File: config.mk
export PLATFORM = sky130hd
export DESIGN_NAME = page_table_walker_core
export DESIGN_NICKNAME = d
export VERILOG_FILES = /design/src/rtl/core/ptw_pkg.sv /design/src/rtl/core/ptw_front.sv /design/src/rtl/core/ptw_back.sv /design/src/rtl/core/page_table_walker_core.sv
export SDC_FILE = /design/constraint.sdc
export NUM_CORES = 1
export LEC_CHECK = 0
export BUFFER_PORTS_ARGS = -buffer_cell sky130_fd_sc_hd__buf_2
export CELL_PAD_IN_SITES_DETAIL_PLACEMENT = 0
export CELL_PAD_IN_SITES_GLOBAL_PLACEMENT = 1
export CORE_MARGIN = 4
export CORE_UTILIZATION = 47
export CTS_CLUSTER_DIAMETER = 50
export DETAILED_ROUTE_END_ITERATION = 16
export HOLD_SLACK_MARGIN = 0.06
export PLACE_DENSITY_LB_ADDON = 0.1
export SLEW_MARGIN = 20
export SYNTH_ARGS = -nofsm -noshare
export SYNTH_HDL_FRONTEND = slang
export SYNTH_SLANG_ARGS = --single-unit
File: constraint.sdc
create_clock -name clk_i -period 8.75 [get_ports clk_i]
set_clock_uncertainty 0.1 [all_clocks]
set_input_delay 0.875 -clock clk_i [delete_from_list [all_inputs] [get_ports clk_i]]
set_output_delay 0.875 -clock clk_i [all_outputs]
set_load 0.05 [all_outputs]
File: src/rtl/core/ptw_pkg.sv
package ptw_pkg;

  localparam int unsigned PHYS_ADDR_BITS = 52;

  localparam int unsigned VA_W    = 48;
  localparam int unsigned PA_W    = 52;
  localparam int unsigned DATA_W  = 64;
  localparam int unsigned IDX64_W = 9;
  localparam int unsigned IDX32_W = 10;

  localparam int unsigned S_TDATA_W = 168;
  localparam int unsigned M_TDATA_W = 56;

  localparam logic [PA_W-1:0] PHYS_MASK =
    PA_W'((64'd1 << PHYS_ADDR_BITS) - 64'd1);
  localparam logic [PA_W-1:0] TABLE_MASK   = 52'h3fffffffff000 & PHYS_MASK;
  localparam logic [PA_W-1:0] TOP_PS_MASK  = 52'h0ffffc0000000 & PHYS_MASK;
  localparam logic [PA_W-1:0] GIGA_MASK    = ~52'h3fffffff & PHYS_MASK;
  localparam logic [PA_W-1:0] MEGA2_MASK   = ~52'h1fffff & PHYS_MASK;
  localparam logic [PA_W-1:0] LEGACY_FRAME = 52'hfffff000;

  localparam int unsigned BIT_PRESENT = 0;
  localparam int unsigned BIT_USER    = 2;
  localparam int unsigned BIT_CD      = 4;
  localparam int unsigned BIT_PS      = 7;

  localparam logic [1:0] LEVEL_TOP = 2'd0;
  localparam logic [1:0] LEVEL_PDP = 2'd1;
  localparam logic [1:0] LEVEL_PD  = 2'd2;
  localparam logic [1:0] LEVEL_PT  = 2'd3;

  typedef enum logic {
    KIND_TRANSLATE = 1'b0,
    KIND_RESPONSE  = 1'b1
  } item_kind_e;

  typedef enum logic {
    RES_READ = 1'b0,
    RES_DONE = 1'b1
  } result_kind_e;

  typedef enum logic {
    MODE_LONG   = 1'b0,
    MODE_LEGACY = 1'b1
  } walk_mode_e;

  typedef struct packed {
    item_kind_e        kind;
    logic [VA_W-1:0]   vaddr;
    logic [PA_W-1:0]   first_addr;
    logic [DATA_W-1:0] data;
    logic              ok;
  } ptw_item_t;

  typedef struct packed {
    result_kind_e    kind;
    logic [PA_W-1:0] addr;
    logic            found;
    logic            user;
    logic            cd;
  } ptw_result_t;

endpackage

File: src/rtl/core/ptw_front.sv
module ptw_front (
  input  logic                               clk_i,
  input  logic                               rst_ni,
  input  logic                               cfg_we_i,
  input  logic                               cfg_wdata_i,
  input  logic                               in_valid_i,
  output logic                               in_ready_o,
  input  logic                               in_action_i,
  input  logic [ptw_pkg::S_TDATA_W-1:0]      in_data_i,
  output logic                               item_valid_o,
  output ptw_pkg::ptw_item_t                 item_o,
  input  logic                               pop_i,
  output ptw_pkg::walk_mode_e                mode_o
);
  import ptw_pkg::*;

  walk_mode_e       mode_q;
  ptw_item_t        entry_q [2];
  logic             wr_ptr_q, rd_ptr_q;
  logic [1:0]       count_q, count_d;
  logic             push;
  ptw_item_t        cls;
  logic [VA_W-1:0]  va;
  logic [PA_W-1:0]  root;

  assign va   = in_data_i[47:0];
  assign root = in_data_i[99:48];

  // classify the beat and form the first entry address of a request
  always_comb begin
    cls.kind  = item_kind_e'(in_action_i);
    cls.vaddr = va;
    cls.data  = in_data_i[163:100];
    cls.ok    = in_data_i[164];
    if (mode_q == MODE_LEGACY) begin
      cls.first_addr = (root & LEGACY_FRAME) + {40'd0, va[31:22], 2'b00};
    end else begin
      cls.first_addr = (root & TABLE_MASK) + {40'd0, va[47:39], 3'b000};
    end
  end

  assign in_ready_o   = (count_q != 2'd2);
  assign push         = in_valid_i & in_ready_o;
  assign item_valid_o = (count_q != 2'd0);
  assign item_o       = entry_q[rd_ptr_q];
  assign mode_o       = mode_q;

  always_comb begin
    count_d = count_q;
    if (push && !pop_i) begin
      count_d = count_q + 2'd1;
    end else if (!push && pop_i) begin
      count_d = count_q - 2'd1;
    end
  end

  always_ff @(posedge clk_i or negedge rst_ni) begin
    if (!rst_ni) begin
      mode_q   <= MODE_LONG;
      wr_ptr_q <= 1'b0;
      rd_ptr_q <= 1'b0;
      count_q  <= 2'd0;
    end else begin
      if (cfg_we_i) begin
        mode_q <= walk_mode_e'(cfg_wdata_i);
      end
      if (push) begin
        wr_ptr_q <= ~wr_ptr_q;
      end
      if (pop_i) begin
        rd_ptr_q <= ~rd_ptr_q;
      end
      count_q <= count_d;
    end
  end

  always_ff @(posedge clk_i) begin
    if (push) begin
      entry_q[wr_ptr_q] <= cls;
    end
  end

endmodule

File: src/rtl/core/ptw_back.sv
module ptw_back (
  input  logic                clk_i,
  input  logic                rst_ni,
  input  ptw_pkg::walk_mode_e mode_i,
  input  logic                item_valid_i,
  input  ptw_pkg::ptw_item_t  item_i,
  output logic                pop_o,
  output logic                out_valid_o,
  input  logic                out_ready_i,
  output ptw_pkg::ptw_result_t out_o
);
  import ptw_pkg::*;

  logic              walking_q, walking_d;
  logic [1:0]        level_q, level_d;
  logic [VA_W-1:0]   vaddr_q, vaddr_d;
  logic              user_q, user_d;
  logic              out_valid_q;
  ptw_result_t       out_q;

  logic              advance;
  logic              emit;
  ptw_result_t       res;
  logic [PA_W-1:0]   e52;
  logic [PA_W-1:0]   e32;
  logic [IDX64_W-1:0] idx;
  logic              user_now;

  assign advance = item_valid_i & (~out_valid_q | out_ready_i);
  assign pop_o   = advance;

  assign e52      = item_i.data[PA_W-1:0];
  assign e32      = {20'd0, item_i.data[31:0]};
  assign user_now = user_q & item_i.data[BIT_USER];

  always_comb begin
    case (level_q)
      LEVEL_TOP: idx = vaddr_q[38:30];
      LEVEL_PDP: idx = vaddr_q[29:21];
      default:   idx = vaddr_q[20:12];
    endcase
  end

  always_comb begin
    walking_d = walking_q;
    level_d   = level_q;
    vaddr_d   = vaddr_q;
    user_d    = user_q;
    emit      = 1'b0;
    res       = '{kind: RES_READ, addr: '0, found: 1'b0, user: 1'b0, cd: 1'b0};

    if (item_i.kind == KIND_TRANSLATE) begin
      emit      = 1'b1;
      walking_d = 1'b1;
      level_d   = LEVEL_TOP;
      vaddr_d   = item_i.vaddr;
      user_d    = 1'b1;
      res.addr  = item_i.first_addr;
    end else if (walking_q) begin
      emit = 1'b1;
      if (!item_i.ok || !item_i.data[BIT_PRESENT]) begin
        // missing entry or failed read ends the walk
        walking_d = 1'b0;
        level_d   = LEVEL_TOP;
        res.kind  = RES_DONE;
      end else if (mode_i == MODE_LEGACY) begin
        if (level_q == LEVEL_TOP) begin
          level_d  = LEVEL_PDP;
          res.addr = (e32 & LEGACY_FRAME) + {40'd0, vaddr_q[21:12], 2'b00};
        end else begin
          walking_d = 1'b0;
          level_d   = LEVEL_TOP;
          res.kind  = RES_DONE;
          res.found = 1'b1;
          res.addr  = ((e32 & LEGACY_FRAME) | {40'd0, vaddr_q[11:0]}) & PHYS_MASK;
        end
      end else begin
        user_d = user_now;
        if (level_q == LEVEL_PT || item_i.data[BIT_PS]) begin
          walking_d = 1'b0;
          level_d   = LEVEL_TOP;
          res.kind  = RES_DONE;
          res.found = 1'b1;
          res.user  = user_now;
          res.cd    = (level_q != LEVEL_TOP) & item_i.data[BIT_CD];
          case (level_q)
            LEVEL_TOP: res.addr = (e52 & TOP_PS_MASK) | {22'd0, vaddr_q[29:0]};
            LEVEL_PDP: res.addr = (e52 & GIGA_MASK) | {22'd0, vaddr_q[29:0]};
            LEVEL_PD:  res.addr = (e52 & MEGA2_MASK) | {31'd0, vaddr_q[20:0]};
            default:   res.addr = (e52 & TABLE_MASK) | {40'd0, vaddr_q[11:0]};
          endcase
        end else begin
          level_d  = level_q + 2'd1;
          res.addr = (e52 & TABLE_MASK) + {40'd0, idx, 3'b000};
        end
      end
    end
  end

  assign out_valid_o = out_valid_q;
  assign out_o       = out_q;

  always_ff @(posedge clk_i or negedge rst_ni) begin
    if (!rst_ni) begin
      walking_q   <= 1'b0;
      level_q     <= LEVEL_TOP;
      vaddr_q     <= '0;
      user_q      <= 1'b1;
      out_valid_q <= 1'b0;
    end else begin
      if (advance) begin
        walking_q <= walking_d;
        level_q   <= level_d;
        vaddr_q   <= vaddr_d;
        user_q    <= user_d;
      end
      if (advance && emit) begin
        out_valid_q <= 1'b1;
      end else if (out_ready_i) begin
        out_valid_q <= 1'b0;
      end
    end
  end

  always_ff @(posedge clk_i) begin
    if (advance && emit) begin
      out_q <= res;
    end
  end

endmodule

File: src/rtl/core/page_table_walker_core.sv
// page table walker, four-level long mode or two-level legacy mode
// the slave stream carries translate requests (tuser = 0) and memory read
// responses (tuser = 1); each request beat yields a read request beat for the
// top-level entry, and each response beat yields either the next read request
// or a finished translation (master tuser = 1); a response with no walk in
// progress yields nothing, and a request during a walk restarts the walk
// a beat goes through the queue register and the output register to the
// master side; throughput is one beat per cycle while results are taken,
// set by the combinational entry decode in the back end
// a two-entry queue separates the input classification from the walk state,
// so input beats keep being taken while a result waits on the master side;
// with the master stalled the queue fills and s_axis_tready drops
// reset clears the walk state, the queue and the output register, and sets
// walk_mode to long mode; write walk_mode through cfg_we_i only when no walk
// is in progress and all results have been taken
module page_table_walker_core (
  input  logic                              clk_i,
  input  logic                              rst_ni,
  input  logic                              cfg_we_i,
  input  logic                              cfg_wdata_i,   // walk_mode
  input  logic                              s_axis_tvalid,
  output logic                              s_axis_tready,
  // virtual_address[47:0], table_root[99:48], read_data[163:100],
  // read_ok[164], zero pad[167:165]
  input  logic [ptw_pkg::S_TDATA_W-1:0]     s_axis_tdata,
  input  logic                              s_axis_tuser,  // action
  output logic                              m_axis_tvalid,
  input  logic                              m_axis_tready,
  // out_address[51:0], found[52], user_page[53], cache_disabled[54], pad[55]
  output logic [ptw_pkg::M_TDATA_W-1:0]     m_axis_tdata,
  output logic                              m_axis_tuser   // result_kind
);
  import ptw_pkg::*;

  logic        item_valid;
  ptw_item_t   item;
  logic        pop;
  walk_mode_e  mode;
  ptw_result_t res;

  ptw_front u_front (
    .clk_i        (clk_i),
    .rst_ni       (rst_ni),
    .cfg_we_i     (cfg_we_i),
    .cfg_wdata_i  (cfg_wdata_i),
    .in_valid_i   (s_axis_tvalid),
    .in_ready_o   (s_axis_tready),
    .in_action_i  (s_axis_tuser),
    .in_data_i    (s_axis_tdata),
    .item_valid_o (item_valid),
    .item_o       (item),
    .pop_i        (pop),
    .mode_o       (mode)
  );

  ptw_back u_back (
    .clk_i        (clk_i),
    .rst_ni       (rst_ni),
    .mode_i       (mode),
    .item_valid_i (item_valid),
    .item_i       (item),
    .pop_o        (pop),
    .out_valid_o  (m_axis_tvalid),
    .out_ready_i  (m_axis_tready),
    .out_o        (res)
  );

  assign m_axis_tuser = res.kind;
  assign m_axis_tdata = {1'b0, res.cd, res.user, res.found, res.addr};

endmodule
==> After elaboration in Yosys (flattened, before gate mapping) <==
Memory sizes are Yosys's and may differ from the RTL's.
Cells that the tools add are included.
{ "classes": {"muxes": 38, "n_addsub": 7, "eq_ne": 7, "n_reduce_logical": 20, "bitwise": 16} }
{ "op_table": {"columns": ["cell", "count"], "rows": [
  ["2-to-1 mux 52 bit", 3],
  ["one-hot mux 52 bit (3 select lines)", 1],
  ["2-to-1 mux 55 bit", 2],
  ["adder 50 x 12 -> 51 bit", 2],
  ["adder 32 x 12 -> 33 bit", 2],
  ["2-to-1 mux 54 bit", 1],
  ["bitwise OR 52 x 21 -> 52 bit", 1],
  ["bitwise OR 52 x 30 -> 52 bit", 1],
  ["2-to-1 mux 51 bit", 1],
  ["bitwise OR 50 x 12 -> 50 bit", 1],
  ["bitwise OR 48 x 30 -> 48 bit", 1],
  ["bitwise OR 32 x 12 -> 32 bit", 1],
  ["2-to-1 mux 1 bit", 20],
  ["one-hot mux 9 bit (2 select lines)", 1],
  ["2-to-1 mux 2 bit", 8],
  ["!= test 2 bit (second input constant)", 4],
  ["nonzero test 2 bit", 4],
  ["inverter 1 bit", 6],
  ["AND reduction 2 bit", 3],
  ["OR reduction 5 bit", 1],
  ["adder 2 x 1 -> 2 bit (second input constant)", 2],
  ["bitwise AND 1 bit", 4],
  ["== test 2 bit (second input constant)", 2],
  ["logical NOT 1 bit", 4],
  ["9 further kinds", 12]
]} }
{ "word_totals": {"ff_bits": 105, "output_inout_bits": 59, "wordCells": 103, "ram_bits": 330, "n_memories": 1} }
{ "memory_table": {"columns": ["memory", "words", "width", "read_ports", "rd_ports_with_merged_regs", "wr", "line", "rtl"], "rows": [
  ["u_front.entry_q", 2, 165, 1, 0, 1, "ptw_front.sv:18", "ptw_item_t entry_q [2];"]
]} }

==> Logic depth before layout (Yosys ltp) <==
Gate-level depths: netlist (run 1).
{ "logic_depth": {"ltp_word": 8, "mapped_depth": 8, "mapped_depth_nobuf": 7} }

==> By module <==
From an unflattened synthesis (run 1), not the netlist that was laid out.
{ "unflattened": {"cells_unflattened": 894, "area_unflattened_um2": 17280.3} }
{ "modules_own_cells": {"columns": ["mod", "instances", "cells_each", "area_each_um2"], "rows": [
  ["ptw_front", 1, 560, 12459.4],
  ["ptw_back", 1, 332, 4809.6],
  ["page_table_walker_core", 1, 2, 11.3]
]} }

==> Worst setup path after synthesis (run 1) <==
Ideal clock, no wire load.
{ "synth_path": {"path_kind": "register to register", "startpoint": "register u_front.count_q[0]", "endpoint": "memory u_front.entry_q[0][0] in the netlist's numbering (enable)", "setup_time_ns": 0.628, "setup_slack_ns": 1.383, "t_arrival_ns": 6.640, "path_stages_with_launch": 4, "path_buffers": 0, "required_ns": 8.022, "cell_sequence": "dfrtp_1 > nand2b_1 > nand2_1 > nor2_1"} }
{ "synth_between": {"elab_chain_cells": 4} }
{ "synth_rtl": {"columns": ["element", "line", "rtl"], "rows": [
  ["start: declaration", "ptw_front.sv:20", "logic [1:0] count_q, count_d;"],
  ["start signal: assignment", "ptw_front.sv:73", "count_q <= count_d;"],
  ["!= test 2 bit", "ptw_front.sv:42", "assign in_ready_o = (count_q != 2'd2);"],
  ["via s_axis_tready", "page_table_walker_core.sv:22", "output logic s_axis_tready,"],
  ["bitwise AND 1 bit", "ptw_front.sv:43", "assign push = in_valid_i & in_ready_o;"],
  ["2-to-1 mux 1 bit", "ptw_front.sv:78", "if (push) begin"],
  ["2-to-1 mux 1 bit (not written as such)", "ptw_front.sv:79", "entry_q[wr_ptr_q] <= cls;"],
  ["end: declaration", "ptw_front.sv:18", null]
]} }
The timed path passes the listed nets, and every way through them passes these cells.

==> results.txt, run 1 <==
----------------------------------------------------
[Clock network]
  Cts-stage hold buffer count ... 0
  Clock input transition at the sequential cells of the worst setup and hold paths ... 0.06 ns
  Insertion delay to the later sink of the worst-skew pair ... about 0.52 ns
  Clock tree from TritonCTS ... yes
  Number of gates resized after cts ... 0
  Clock Root Buffer ... sky130_fd_sc_hd__clkbuf_16
  Total clock buffers created by CTS ... 39
  Buffers inserted by post-CTS timing repair ... 0
  Maximum root-to-sink buffer count ... 3
  Number of clock sinks seen by CTS ... 371
  Count of H-tree levels built during CTS ... 2

[Global route]
  Number of global-route vias before repair ... 7925
  Global-route wire length before repair ... 47.2 mm
  Largest net degree at the start of global routing ... 81
  Global route overflow ... 0
  M2 GR Usage ... 30.2%
  Met1 track demand over resource in global routing ... ~26%
  Initial antenna violation count ... 2
  Met3 usage in global routing ... 3.99%
  Total track usage ... between 10% and 20%
  Most Used Layer, Global Route ... met2

[Worst setup path]
  CP cell instances ... buf_4 -> buf_4 -> mux2i_1 -> nor2_1 -> a221o_1
  Cells on worst reg2reg path ... 5
  Data arrival, critical path ... 3.56 ns
  Crit path capture type ... register
  Worst setup SP type ... register
  Worst Path Required ... around 8.9 ns
  R2R Path Start ... u_front.rd_ptr_q$_DFFE_PN0P_
  R2R Setup Slk ... 5.35 ns
  Sum of buffers and inverters on the critical path ... 2
  Slowest cell on crit path ... sky130_fd_sc_hd__buf_4
  Crit path kind ... reg2reg
  Critical Path Max Stage Delay ... 0.87 ns
  Crit path top cell by count ... sky130_fd_sc_hd__buf_4
  Cell class contributing the biggest share of worst-path delay ... buffers and inverters
  Crit Path Max Fanout ... 57
  Worst r2r dst ... u_back.out_o[6]$_DFFE_PP_

[Placement]
  Total half-perimeter wirelength after legalization and detailed placement ... roughly 20 mm
  I/O Buffers ... a little under 200
  Placer congestion estimate ... 0.745

[STA]
  Fin. max-slew vios ... 0
  RSZ-0062 raised after global routing ... no
  Post-route clock period utilization ... about two fifths
  Setup TNS Final ... 0 ns
  Max frequency ... 295 MHz
  Time the worst path needs with I/O delays and setup ... 3.40 ns
  Worst slew pin tran ... 1.04 ns
  Final Hold Viols ... 0
  Final setup viols ... 0
  Max_slew headroom ... around 30%

[Routing]
  Residual DRC ... 0
  Post-DRT Antenna Nets ... 0
  Detailed-route wire length per cell ... roughly 22 microns
  Number of vias per cell after detailed routing ... roughly 5.5
  Routed wire length ... 32.2 mm
  Number of DRC markers in iteration 0 ... 581
  Total vias in the final route ... about 8000
  Detailed-router iteration count before antenna repair ... 4

[Logic synthesis]
  Share of Yosys cell area claimed by the top area cell type ... 67.1%
  Synthesis-stage register bit count ... 371
  Post-synthesis sequential area ratio ... 75.6%
  Count of warnings emitted by yosys ... 0
  Combined area of all synthesized cells ... 14400 sq um
  Per-instance average area after synthesis ... 17.1 sq um
  Post-Syn Instances ... 842
  Number of nets produced by synthesis ... 1025
  Cell accounting for the most synthesized area ... sky130_fd_sc_hd__edfxtp_1
  Synth top area cells ... sky130_fd_sc_hd__edfxtp_1 (67%), sky130_fd_sc_hd__dfrtp_1 (8.3%), sky130_fd_sc_hd__mux2i_1 (7.1%)
  Unique masters post-synth ... between 50 and 60

[Run status]
  Run status ... completed

[Die]
  Die height ... 183 microns
  Area enclosed by the die boundary ... between 30000 and 40000 sq um
  I/O pin cnt ... 234
  Row count ... 63
  Core area ... 30000 sq um
  DIE WIDTH ... 183 microns
  Starting utilization of the core area ... 48.1%

[Cells and area]
  Filler cell count in the final layout ... 2432
  Area growth from synthesis to layout ... 17.8%
  Number of nets at the end of the flow ... 1228
  Fraction of layout instances using a drive strength above 1 ... 29.0%

[Hold path]
  Path type of the worst min-delay path ... in2async

[Pwr]
  Total leakage power ... roughly 6.4 nW
  Power after layout ... 6.44 mW
  IR Drop Worst-Case VDD ... 0.000192 V
  Total power density per cell area ... 379 nW/um^2

[Run]
  Maximum Capacitance Violations ... 0

----------------------------------------------------
-- kinds of logic (layout without fill, tap and decap cells) --
group | after synthesis | count (layout) | synth area share, %
adders and majority gates | 8 | 8 | 0.694
xor gates and xnor gates | 5 | 5 | 0.304
DFF | 371 | 371 | 75.6
and+or+nand+nor | 122 | 122 | 4.51
buffers and inverters | 49 | 282 | 1.74
other | 1 | 3 | 0.0260
AOI/OAI and AO/OA | 149 | 149 | 7.32
muxes | 137 | 137 | 9.84
-- synth_stat cells (all sizes together) --
master	number
and2b	1
o21bai	5
nand3	1
a31oi	6
o21ai	17
o31ai	1
a21oi	43
o21a	2
a21o	1
a32o	1
buf	30
nand4b	1
and3	2
and4	2
dfstp	1
a21boi	2
nand2b	2
xor2	2
a221o	23
nand2	9
dfrtp	48
or3	3
nor2b	19
a2111oi	5
o211a	1
clkbuf	14
nor3	15
xnor2	3
o22ai	20
and4b	1
o221ai	1
nor2	56
conb	1
ha	8
and2	4
nor4	3
inv	5
mux2i	102
o41ai	1
o31a	1
a22o	19
mux2	35
nand4	2
edfxtp	322
nor4b	1
-- per-stage QoR --
stage	area, sq um	cells	util, %	hold WS [ns]	worst slack [ns]
finish	17000	1467	56.7	0.383	5.35
global route	17000	1465	56.7	0.423	5.12
CTS	17000	1465	56.7	0.408	5.26
detailed placement	15800	1394	52.6	0.403	5.27
global placement	15800	1394	52.6	0.397	5.27
floorplan	14400	842	-	0.361	1.38
-- routing by layer --
metal / vias to the layer above / share of wire, %
li1: 3711 / -
met1: 4035 / 43
met2: 243 / 48
met3: 38 / 6.8
met4: 2 / 1.7
met5: - / 0.034
-- power by group --
group	total, mW	internal (mW)	switching, mW	leakage, nW
logic	2.00	0.605	1.39	2.25
registers	2.88	2.60	0.287	3.58
clock network	1.56	0.921	0.640	0.602
total	6.44	4.12	2.32	6.44
-- worst reg2reg max path: cells and delay by family, from the launching register on --
family                 cells  cell delay, ns
buffers and inverters      2            1.60
muxes                      1            0.27
and+or+nand+nor            1            0.08
AOI/OAI and AO/OA          1            0.29
DFF                        1            0.81
-- worst max path at each step --
stage	depth (start not counted)	start	end
floorplan	3	u_front.count_q[0]$_DFFE_PN0P_	u_front.entry_q[0][0]$_DFFE_PP_
global placement	5	u_front.rd_ptr_q$_DFFE_PN0P_	u_back.out_o[6]$_DFFE_PP_
detailed placement	5	u_front.rd_ptr_q$_DFFE_PN0P_	u_back.out_o[6]$_DFFE_PP_
CTS	5	u_front.rd_ptr_q$_DFFE_PN0P_	u_back.out_o[6]$_DFFE_PP_
global route	5	u_front.rd_ptr_q$_DFFE_PN0P_	u_back.out_o[5]$_DFFE_PP_
finish	5	u_front.rd_ptr_q$_DFFE_PN0P_	u_back.out_o[6]$_DFFE_PP_
-- sequential cells by signal, indices dropped and copies added (netlist names) --
name	cells
u_front.wr_ptr_q	1
u_back.user_q	1
u_front.rd_ptr_q	1
u_back.level_q	2
u_back.out_valid_o	1
u_front.entry_q	266
u_back.out_o	56
u_front.mode_o	1
u_back.walking_q	1
u_front.count_q	2
u_back.vaddr_q	39
-- cells in the final DEF (no fill, tap or decap), types with 20 or more instances in the layout --
cell type / synthesis / final
sky130_fd_sc_hd__buf_2: 14 / 195
sky130_fd_sc_hd__mux2i_1: 102 / 102
sky130_fd_sc_hd__nor2_1: 55 / 54
sky130_fd_sc_hd__clkbuf_16: 0 / 41
sky130_fd_sc_hd__dfrtp_1: 48 / 46
sky130_fd_sc_hd__a221o_1: 23 / 23
sky130_fd_sc_hd__edfxtp_1: 322 / 322
sky130_fd_sc_hd__mux2_2: 34 / 34
sky130_fd_sc_hd__o22ai_1: 20 / 20
sky130_fd_sc_hd__a21oi_1: 43 / 43
-- area by class of cell --
class                           instances  area [sq um]  area share (%)
Antenna cell                            2          5.00          0.0295
Clock buffer                           63          1180            6.94
Clock inverter                          8          42.5           0.251
Inverter                                5          18.8           0.111
Multi-Input combinational cell        422          3290            19.4
Sequential cell                       371         10900            64.2
Tap cell                              390           488            2.87
Timing Repair Buffer                  206          1060            6.23
No activity file was read; power rests on OpenSTA's default activity.
==> run 2: changes to the inputs <==
--- a/config.mk
+++ b/config.mk
@@ -9,7 +9,7 @@
 export CELL_PAD_IN_SITES_DETAIL_PLACEMENT = 0
 export CELL_PAD_IN_SITES_GLOBAL_PLACEMENT = 1
 export CORE_MARGIN = 4
-export CORE_UTILIZATION = 47
+export CORE_UTILIZATION = 43
 export CTS_CLUSTER_DIAMETER = 50
 export DETAILED_ROUTE_END_ITERATION = 16
 export HOLD_SLACK_MARGIN = 0.06
==> constraint.sdc (replaced) <==
create_clock -name clk_i -period 2.89 [get_ports clk_i]
set_clock_uncertainty 0.1 [all_clocks]
set_input_delay 0.289 -clock clk_i [delete_from_list [all_inputs] [get_ports clk_i]]
set_output_delay 0.289 -clock clk_i [all_outputs]
set_load 0.05 [all_outputs]
==> run 2 against run 1 <==
Utilization increased by 0.53 points. Global-route usage increased by 0.12 points. Worst hold slack got worse by 0.18 ns. Combinational power increased to 3.2 times the previous value. Sequential power increased to 3.0 times the previous value. Wire length increased by 5.8%. Largest cell class unchanged. Largest power group unchanged. Highest routed layer is now met4.
==> results.txt, run 2 (synthesis results as in run 1) <==
----------------------------------------------------
[Run status]
  Run status ... completed (unchanged)

[Global route]
  Largest net degree at the start of global routing ... 96 (was 81)
  Number of global-route vias before repair ... 8896 (was 7925)
  Global-route wire length before repair ... 51.9 mm (was 47.2 mm)
  Initial antenna violation count ... 0 (was 2)
  Global route overflow ... 0 (unchanged)
  Total track usage ... 18.7% (was 18.6%)

[Routing]
  Detailed-route wire length per cell ... 20.4 microns (was 22.0 microns)
  Total vias in the final route ... 8507 (was 8029)
  Detailed-router iteration count before antenna repair ... 5 (was 4)
  Number of DRC markers in iteration 0 ... 548 (was 581)
  Number of vias per cell after detailed routing ... 5.09 (was 5.47)
  Post-DRT Antenna Nets ... 0 (unchanged)
  Routed wire length ... 34.1 mm (was 32.2 mm)
  Residual DRC ... 0 (unchanged)

[Cells and area]
  Most common library cell in the layout ignoring fill and taps ... sky130_fd_sc_hd__edfxtp_1 (unchanged)
  Register with the most flip-flops ... u_front.entry_q (unchanged)
  Summed area of non-filler cells in the final layout ... 18800 sq um (was 17000 sq um)
  Area growth from synthesis to layout ... 30.1% (was 17.8%)
  Fraction of layout instances using a drive strength above 1 ... 27.2% (was 29.0%)
  Number of nets at the end of the flow ... 1380 (was 1228)
  Commonest cells after routing, fill and taps aside ... sky130_fd_sc_hd__edfxtp_1 (322), sky130_fd_sc_hd__buf_2 (194), sky130_fd_sc_hd__dlygate4sd3_1 (137) (was sky130_fd_sc_hd__edfxtp_1 (322), sky130_fd_sc_hd__buf_2 (195), sky130_fd_sc_hd__mux2i_1 (102))
  Antenna diode count ... 0 (was 2)
  Flip-flop count of the largest register, all copies and words added ... 266 (unchanged)
  Share of the core filled with cells ... 57.2% (was 56.7%)
  Final non-filler cell total ... 1672 (was 1467)

[Die]
  I/O pin cnt ... 234 (unchanged)
  Core area ... 32800 sq um (was 30000 sq um)
  Die height ... 191 microns (was 183 microns)
  DIE WIDTH ... 191 microns (was 183 microns)
  Starting utilization of the core area ... 44.0% (was 48.1%)
  Area enclosed by the die boundary ... 36500 sq um (was 33500 sq um)
  Row count ... 66 (was 63)

[STA]
  Max frequency ... 397 MHz (was 295 MHz)
  Worst slew pin tran ... 0.789 ns (was 1.04 ns)
  RSZ-0062 raised after global routing ... no (unchanged)
  Post-route clock period utilization ... 87.1% (was 38.8%)
  Fin. max-slew vios ... 0 (unchanged)
  Final setup viols ... 0 (unchanged)
  Time the worst path needs with I/O delays and setup ... 2.52 ns (was 3.40 ns)
  Final Hold Viols ... 0 (unchanged)
  Post-route worst setup slack ... 0.373 ns (was 5.35 ns)
  Max_slew headroom ... 47.2% (was 30.5%)
  Worst hold slack ... 0.198 ns (was 0.383 ns)

[Pwr]
  Internal portion of total power ... 13.1 mW (was 4.12 mW)
  Comb pwr share ... 31.8% (was 31.0%)
  Net switching fraction of the power ... 35.4% (was 36.0%)
  Total power density per cell area ... 1080 nW/um^2 (was 379 nW/um^2)
  Sequential cell fraction of total power ... 42.6% (was 44.8%)
  Clock Power Share ... 25.6% (was 24.2%)
  IR Drop Worst-Case VDD ... 0.000615 V (was 0.000192 V)
  Net switching power figure ... 7.20 mW (was 2.32 mW)
  Total leakage power ... 7.17 nW (was 6.44 nW)

[Worst setup path]
  End of the critical path ... u_back.out_o[24]$_DFFE_PP_ (was u_back.out_o[6]$_DFFE_PP_)
  Crit path capture type ... register (unchanged)
  R2R Path Start ... u_back.level_q[0]$_DFFE_PN0P_ (was u_front.rd_ptr_q$_DFFE_PN0P_)
  Data arrival, critical path ... 2.68 ns (was 3.56 ns)
  Worst r2r dst ... u_back.out_o[24]$_DFFE_PP_ (was u_back.out_o[6]$_DFFE_PP_)
  Worst setup SP type ... register (unchanged)
  R2R Setup Slk ... 0.37 ns (was 5.35 ns)
  Launch point of the critical path ... u_back.level_q[0]$_DFFE_PN0P_ (was u_front.rd_ptr_q$_DFFE_PN0P_)
  Worst Path Required ... 3.06 ns (was 8.92 ns)
  Crit path kind ... reg2reg (unchanged)
  Crit Path Max Fanout ... 10 (was 57)
  Cells on worst reg2reg path ... 5 (unchanged)

[Clock network]
  Total clock buffers created by CTS ... 41 (was 39)
  Clock tree from TritonCTS ... yes (unchanged)
  Clock input transition at the sequential cells of the worst setup and hold paths ... 0.05 ns (was 0.06 ns)
  Insertion delay to the later sink of the worst-skew pair ... 0.53 ns (was 0.52 ns)
  Count of H-tree levels built during CTS ... 2 (unchanged)
  Number of clock sinks seen by CTS ... 371 (unchanged)
  Buffers inserted by post-CTS timing repair ... 0 (unchanged)
  Number of gates resized after cts ... 0 (unchanged)
  Maximum root-to-sink buffer count ... 3 (unchanged)
  Clock Root Buffer ... sky130_fd_sc_hd__clkbuf_16 (unchanged)

[Placement]
  Placer congestion estimate ... 0.763 (was 0.745)
  I/O Buffers ... 195 (unchanged)
  Placement Cell Area ... 16000 sq um (was 15800 sq um)
  Post-placement setup slack ... 0.441 ns (was 5.27 ns)
  Total half-perimeter wirelength after legalization and detailed placement ... 21.2 mm (was 20.2 mm)
  Number of instances in the placed design ... 1459 (was 1394)

[Hold path]
  Path type of the worst min-delay path ... in2async (unchanged)

[Run]
  Maximum Capacitance Violations ... 0 (unchanged)

----------------------------------------------------
run 2: per-layer routing:
metal	GRT usage, %	up-vias	share of wire, %
li1	-	4023	-
met1	26.3	4225	45
met2	30.5	210	48
met3	3.36	49	4.9
met4	4.56	0	1.9
met5	0	-	0
run 2: worst min path at each step:
stage	from	end	slack [ns]	cells past startpoint
5_1_grt	rst_ni	u_back.vaddr_q[1]$_DFFE_PN0P_	0.24	2
3_3_place_gp	s_axis_tdata[1]	u_front.entry_q[0][117]$_DFFE_PP_	0.38	1
2_1_floorplan	rst_ni	u_back.level_q[0]$_DFFE_PN0P_	-0.11	0
6_report	rst_ni	u_back.vaddr_q[1]$_DFFE_PN0P_	0.20	2
3_5_place_dp	s_axis_tdata[7]	u_front.entry_q[1][123]$_DFFE_PP_	0.38	1
4_1_cts	s_axis_tdata[141]	u_front.entry_q[0][42]$_DFFE_PP_	0.35	2
run 2: worst max-delay path: stages (launching register included):
cell and delay (ns):
sky130_fd_sc_hd__dfrtp_1 0.46, sky130_fd_sc_hd__inv_1 0.12, sky130_fd_sc_hd__ha_1 0.34, sky130_fd_sc_hd__nor2_1 0.66, sky130_fd_sc_hd__nor4_4 0.18, sky130_fd_sc_hd__a221o_1 0.40
run 2: what timing repair did:
action | 4_1_cts | 5_1_grt
endpoints found under the setup margin | 0 | 0
hold buffers | 137 | 0
endpoints found under the hold margin | 307 | 0
run 2: power by group through the flow:
| stage | clock network (mW) | registers [mW] | logic [mW] |
|---|---|---|---|
| floorplan | 0 | 9.93 | 3.25 |
| global placement | 0 | 8.76 | 6.37 |
| detailed placement | 0 | 8.78 | 6.41 |
| CTS | 5.34 | 8.69 | 6.57 |
| global route | 5.58 | 8.82 | 7.00 |
| finish | 5.20 | 8.66 | 6.48 |
run 2: layout make-up:
cell class,count,area (sq um)
inverters,5,18.8
flip-flops and latches,371,10900
multi-input cells,422,3300
clock inverters,15,168
fillers,2653,14000
well taps,442,553
repair buffers,356,2610
clock buffers,61,1210
run 2: metrics by stage:
| step | power (mW) | setup TNS (ns) |
|---|---|---|
| 2_1_floorplan | 13.2 | -55.60 |
| 3_3_place_gp | 15.1 | 0 |
| 3_5_place_dp | 15.2 | 0 |
| 4_1_cts | 20.6 | 0 |
| 5_1_grt | 21.4 | 0 |
| 6_report | 20.3 | 0 |
==> run 3: changes to the inputs <==
--- a/config.mk
+++ b/config.mk
@@ -9,12 +9,14 @@
 export CELL_PAD_IN_SITES_DETAIL_PLACEMENT = 0
 export CELL_PAD_IN_SITES_GLOBAL_PLACEMENT = 1
 export CORE_MARGIN = 4
-export CORE_UTILIZATION = 43
+export CORE_UTILIZATION = 45
 export CTS_CLUSTER_DIAMETER = 50
 export DETAILED_ROUTE_END_ITERATION = 16
 export HOLD_SLACK_MARGIN = 0.06
+export MAX_ROUTING_LAYER = met4
 export PLACE_DENSITY_LB_ADDON = 0.1
 export SLEW_MARGIN = 20
 export SYNTH_ARGS = -nofsm -noshare
 export SYNTH_HDL_FRONTEND = slang
+export SYNTH_HIERARCHICAL = 1
 export SYNTH_SLANG_ARGS = --single-unit
==> run 3 against run 2 <==
Clock-buffer cell count down 4. Flip-flop and latch count unchanged. Power up 6.7%. Highest routed layer unchanged. Critical path depth down 1.
==> results.txt, run 3 <==
----------------------------------------------------
[Pwr]
  Net switching power figure ... 7.29 mW (was 7.20 mW)
  Total leakage power ... 7.62 nW (was 7.17 nW)
  Comb pwr share ... 35.3% (was 31.8%)
  Sequential cell fraction of total power ... 39.8% (was 42.6%)
  IR Drop Worst-Case VDD ... 0.000621 V (was 0.000615 V)
  Total power density per cell area ... 1110 nW/um^2 (was 1080 nW/um^2)
  Net switching fraction of the power ... 33.6% (was 35.4%)
  Power after layout ... 21.7 mW (was 20.3 mW)
  Clock Power Share ... 24.9% (was 25.6%)
  Internal portion of total power ... 14.4 mW (was 13.1 mW)

[STA]
  Time the worst path needs with I/O delays and setup ... 2.70 ns (was 2.52 ns)
  Final setup viols ... 0 (unchanged)
  Worst hold slack ... 0.233 ns (was 0.198 ns)
  Max_slew headroom ... 43.2% (was 47.2%)
  Final Hold Viols ... 0 (unchanged)
  Post-route clock period utilization ... 93.4% (was 87.1%)
  Max frequency ... 371 MHz (was 397 MHz)
  RSZ-0062 raised after global routing ... no (unchanged)
  Fin. max-slew vios ... 0 (unchanged)
  Worst slew pin tran ... 0.848 ns (was 0.789 ns)

[Cells and area]
  FF+latch area ... 10900 sq um (unchanged)
  Register with the most flip-flops ... u_front/entry_q (was u_front.entry_q)
  Area growth from synthesis to layout ... 28.4% (was 30.1%)
  Most common library cell in the layout ignoring fill and taps ... sky130_fd_sc_hd__edfxtp_1 (unchanged)
  Commonest cells after routing, fill and taps aside ... sky130_fd_sc_hd__edfxtp_1 (322), sky130_fd_sc_hd__buf_2 (195), sky130_fd_sc_hd__dlygate4sd3_1 (137) (was sky130_fd_sc_hd__edfxtp_1 (322), sky130_fd_sc_hd__buf_2 (194), sky130_fd_sc_hd__dlygate4sd3_1 (137))
  Filler cell count in the final layout ... 2631 (was 2653)
  Area used by multi-input combinational logic ... 3970 sq um (was 3300 sq um)
  Number of nets at the end of the flow ... 1344 (was 1380)
  Flip-flop count of the largest register, all copies and words added ... 266 (unchanged)
  Fraction of layout instances using a drive strength above 1 ... 40.9% (was 27.2%)
  Antenna diode count ... 0 (unchanged)

[Run status]
  Run status ... completed (unchanged)

[Clock network]
  Buffers inserted by post-CTS timing repair ... 0 (unchanged)
  Maximum root-to-sink buffer count ... 3 (unchanged)
  Clock Root Buffer ... sky130_fd_sc_hd__clkbuf_16 (unchanged)
  Number of clock sinks seen by CTS ... 371 (unchanged)
  Insertion delay to the later sink of the worst-skew pair ... 0.52 ns (was 0.53 ns)
  Count of H-tree levels built during CTS ... 2 (unchanged)
  Cts-stage hold buffer count ... 137 (unchanged)
  Number of gates resized after cts ... 0 (unchanged)
  Clock input transition at the sequential cells of the worst setup and hold paths ... 0.06 ns (was 0.05 ns)
  Clock tree from TritonCTS ... yes (unchanged)
  Total clock buffers created by CTS ... 42 (was 41)

[Worst setup path]
  Cell class contributing the biggest share of worst-path delay ... simple AND/OR/NAND/NOR gates (unchanged)
  Worst setup SP type ... register (unchanged)
  CP cell instances ... mux2_2 -> nor3b_2 -> nor2_1 -> a221o_1 (was inv_1 -> ha_1 -> nor2_1 -> nor4_4 -> a221o_1)
  Data arrival, critical path ... 2.87 ns (was 2.68 ns)
  Crit path kind ... reg2reg (unchanged)
  Crit path capture type ... register (unchanged)
  Slowest cell on crit path ... sky130_fd_sc_hd__nor3b_2 (was sky130_fd_sc_hd__nor2_1)
  R2R Setup Slk ... 0.19 ns (was 0.37 ns)
  Critical Path Max Stage Delay ... 0.71 ns (was 0.66 ns)
  Crit Path Max Fanout ... 12 (was 10)
  Worst Path Required ... 3.06 ns (about the same)
  Sum of buffers and inverters on the critical path ... 0 (was 1)

[Routing]
  Post-DRT Antenna Nets ... 0 (unchanged)
  Residual DRC ... 0 (unchanged)
  Number of DRC markers in iteration 0 ... 387 (was 548)
  Total vias in the final route ... 8271 (was 8507)
  Routed wire length ... 33.8 mm (was 34.1 mm)
  Detailed-router iteration count before antenna repair ... 4 (was 5)
  Number of vias per cell after detailed routing ... 5.04 (was 5.09)
  Detailed-route wire length per cell ... 20.6 microns (was 20.4 microns)

[Placement]
  Total half-perimeter wirelength after legalization and detailed placement ... 21.8 mm (was 21.2 mm)
  I/O Buffers ... 195 (unchanged)
  Placer congestion estimate ... 0.772 (was 0.763)

[Global route]
  Global-route wire length before repair ... 51.0 mm (was 51.9 mm)
  Number of global-route vias before repair ... 8731 (was 8896)
  Total track usage ... 18.7% (about the same)
  Global route overflow ... 0 (unchanged)
  Largest net degree at the start of global routing ... 70 (was 96)
  Initial antenna violation count ... 1 (was 0)

[Logic synthesis]
  Per-instance average area after synthesis ... 18.9 sq um (was 17.1 sq um)
  Post-Syn Instances ... 806 (was 842)
  Combined area of all synthesized cells ... 15200 sq um (was 14400 sq um)
  Count of warnings emitted by yosys ... 6 (was 0)

[Die]
  I/O pin cnt ... 234 (unchanged)
  Starting utilization of the core area ... 45.5% (was 44.0%)
  DIE WIDTH ... 192 microns (was 191 microns)
  Die height ... 192 microns (was 191 microns)
  Area enclosed by the die boundary ... 36800 sq um (was 36500 sq um)
  Row count ... 67 (was 66)
  Core area ... 33400 sq um (was 32800 sq um)

[Hold path]
  Path type of the worst min-delay path ... in2async (unchanged)

[Run]
  Maximum Capacitance Violations ... 0 (unchanged)

----------------------------------------------------
run 3: power by group through the flow:
stage	combinational [mW]	sequential [mW]	clock (mW)
floorplan	4.46	9.95	0
global placement	7.57	8.71	0
detailed placement	7.61	8.76	0
CTS	7.78	8.66	5.54
global route	8.15	8.79	5.78
finish	7.67	8.64	5.40
run 3: final timing paths:
check	startpoint	to	depth (start not counted)
min in group clk_i	s_axis_tdata[138]	u_front/entry_q[1][39]$_DFFE_PP_	2
max in group asynchronous	rst_ni	u_back/vaddr_q[35]$_DFFE_PN0P_	3
max reg2reg	u_front/rd_ptr_q$_DFFE_PN0P_	u_back/out_o[15]$_DFFE_PP_	4
min	rst_ni	u_front/wr_ptr_q$_DFFE_PN0N_	2
min reg2reg	u_back/user_q$_DFFE_PN1P_	u_back/user_q$_DFFE_PN1P_	1
max	u_front/rd_ptr_q$_DFFE_PN0P_	u_back/out_o[15]$_DFFE_PP_	4
run 3: area by class of cell:
class | instances | share of cell area [%]
clock inverters | 19 | 1.19
well taps | 448 | 2.87
inverters | 7 | 0.135
repair buffers | 358 | 13.5
clock buffers | 57 | 6.14
flip-flops and latches | 371 | 55.8
multi-input cells | 382 | 20.3
run 3: per-layer routing:
metal	vias to the layer above	part of all wire, %	global-route usage, %
met2	172	50	30.6
met1	4172	45	25.1
met5	-	0	-
li1	3891	-	-
met3	36	4.0	3.09
met4	0	1.6	4.01
run 3: stage by stage:
stage | TNS, ns | cells | setup WS, ns | cell area [sq um] | util, %
detailed placement | 0 | 1429 | 0.161 | 16700 | 50.0
global route | 0 | 1642 | 0.0378 | 19500 | 58.4
CTS | 0 | 1642 | 0.167 | 19500 | 58.4
finish | 0 | 1642 | 0.191 | 19500 | 58.4
global placement | 0 | 1429 | 0.229 | 16700 | 50.0
floorplan | -43.59 | 809 | -0.328 | 15200 | -
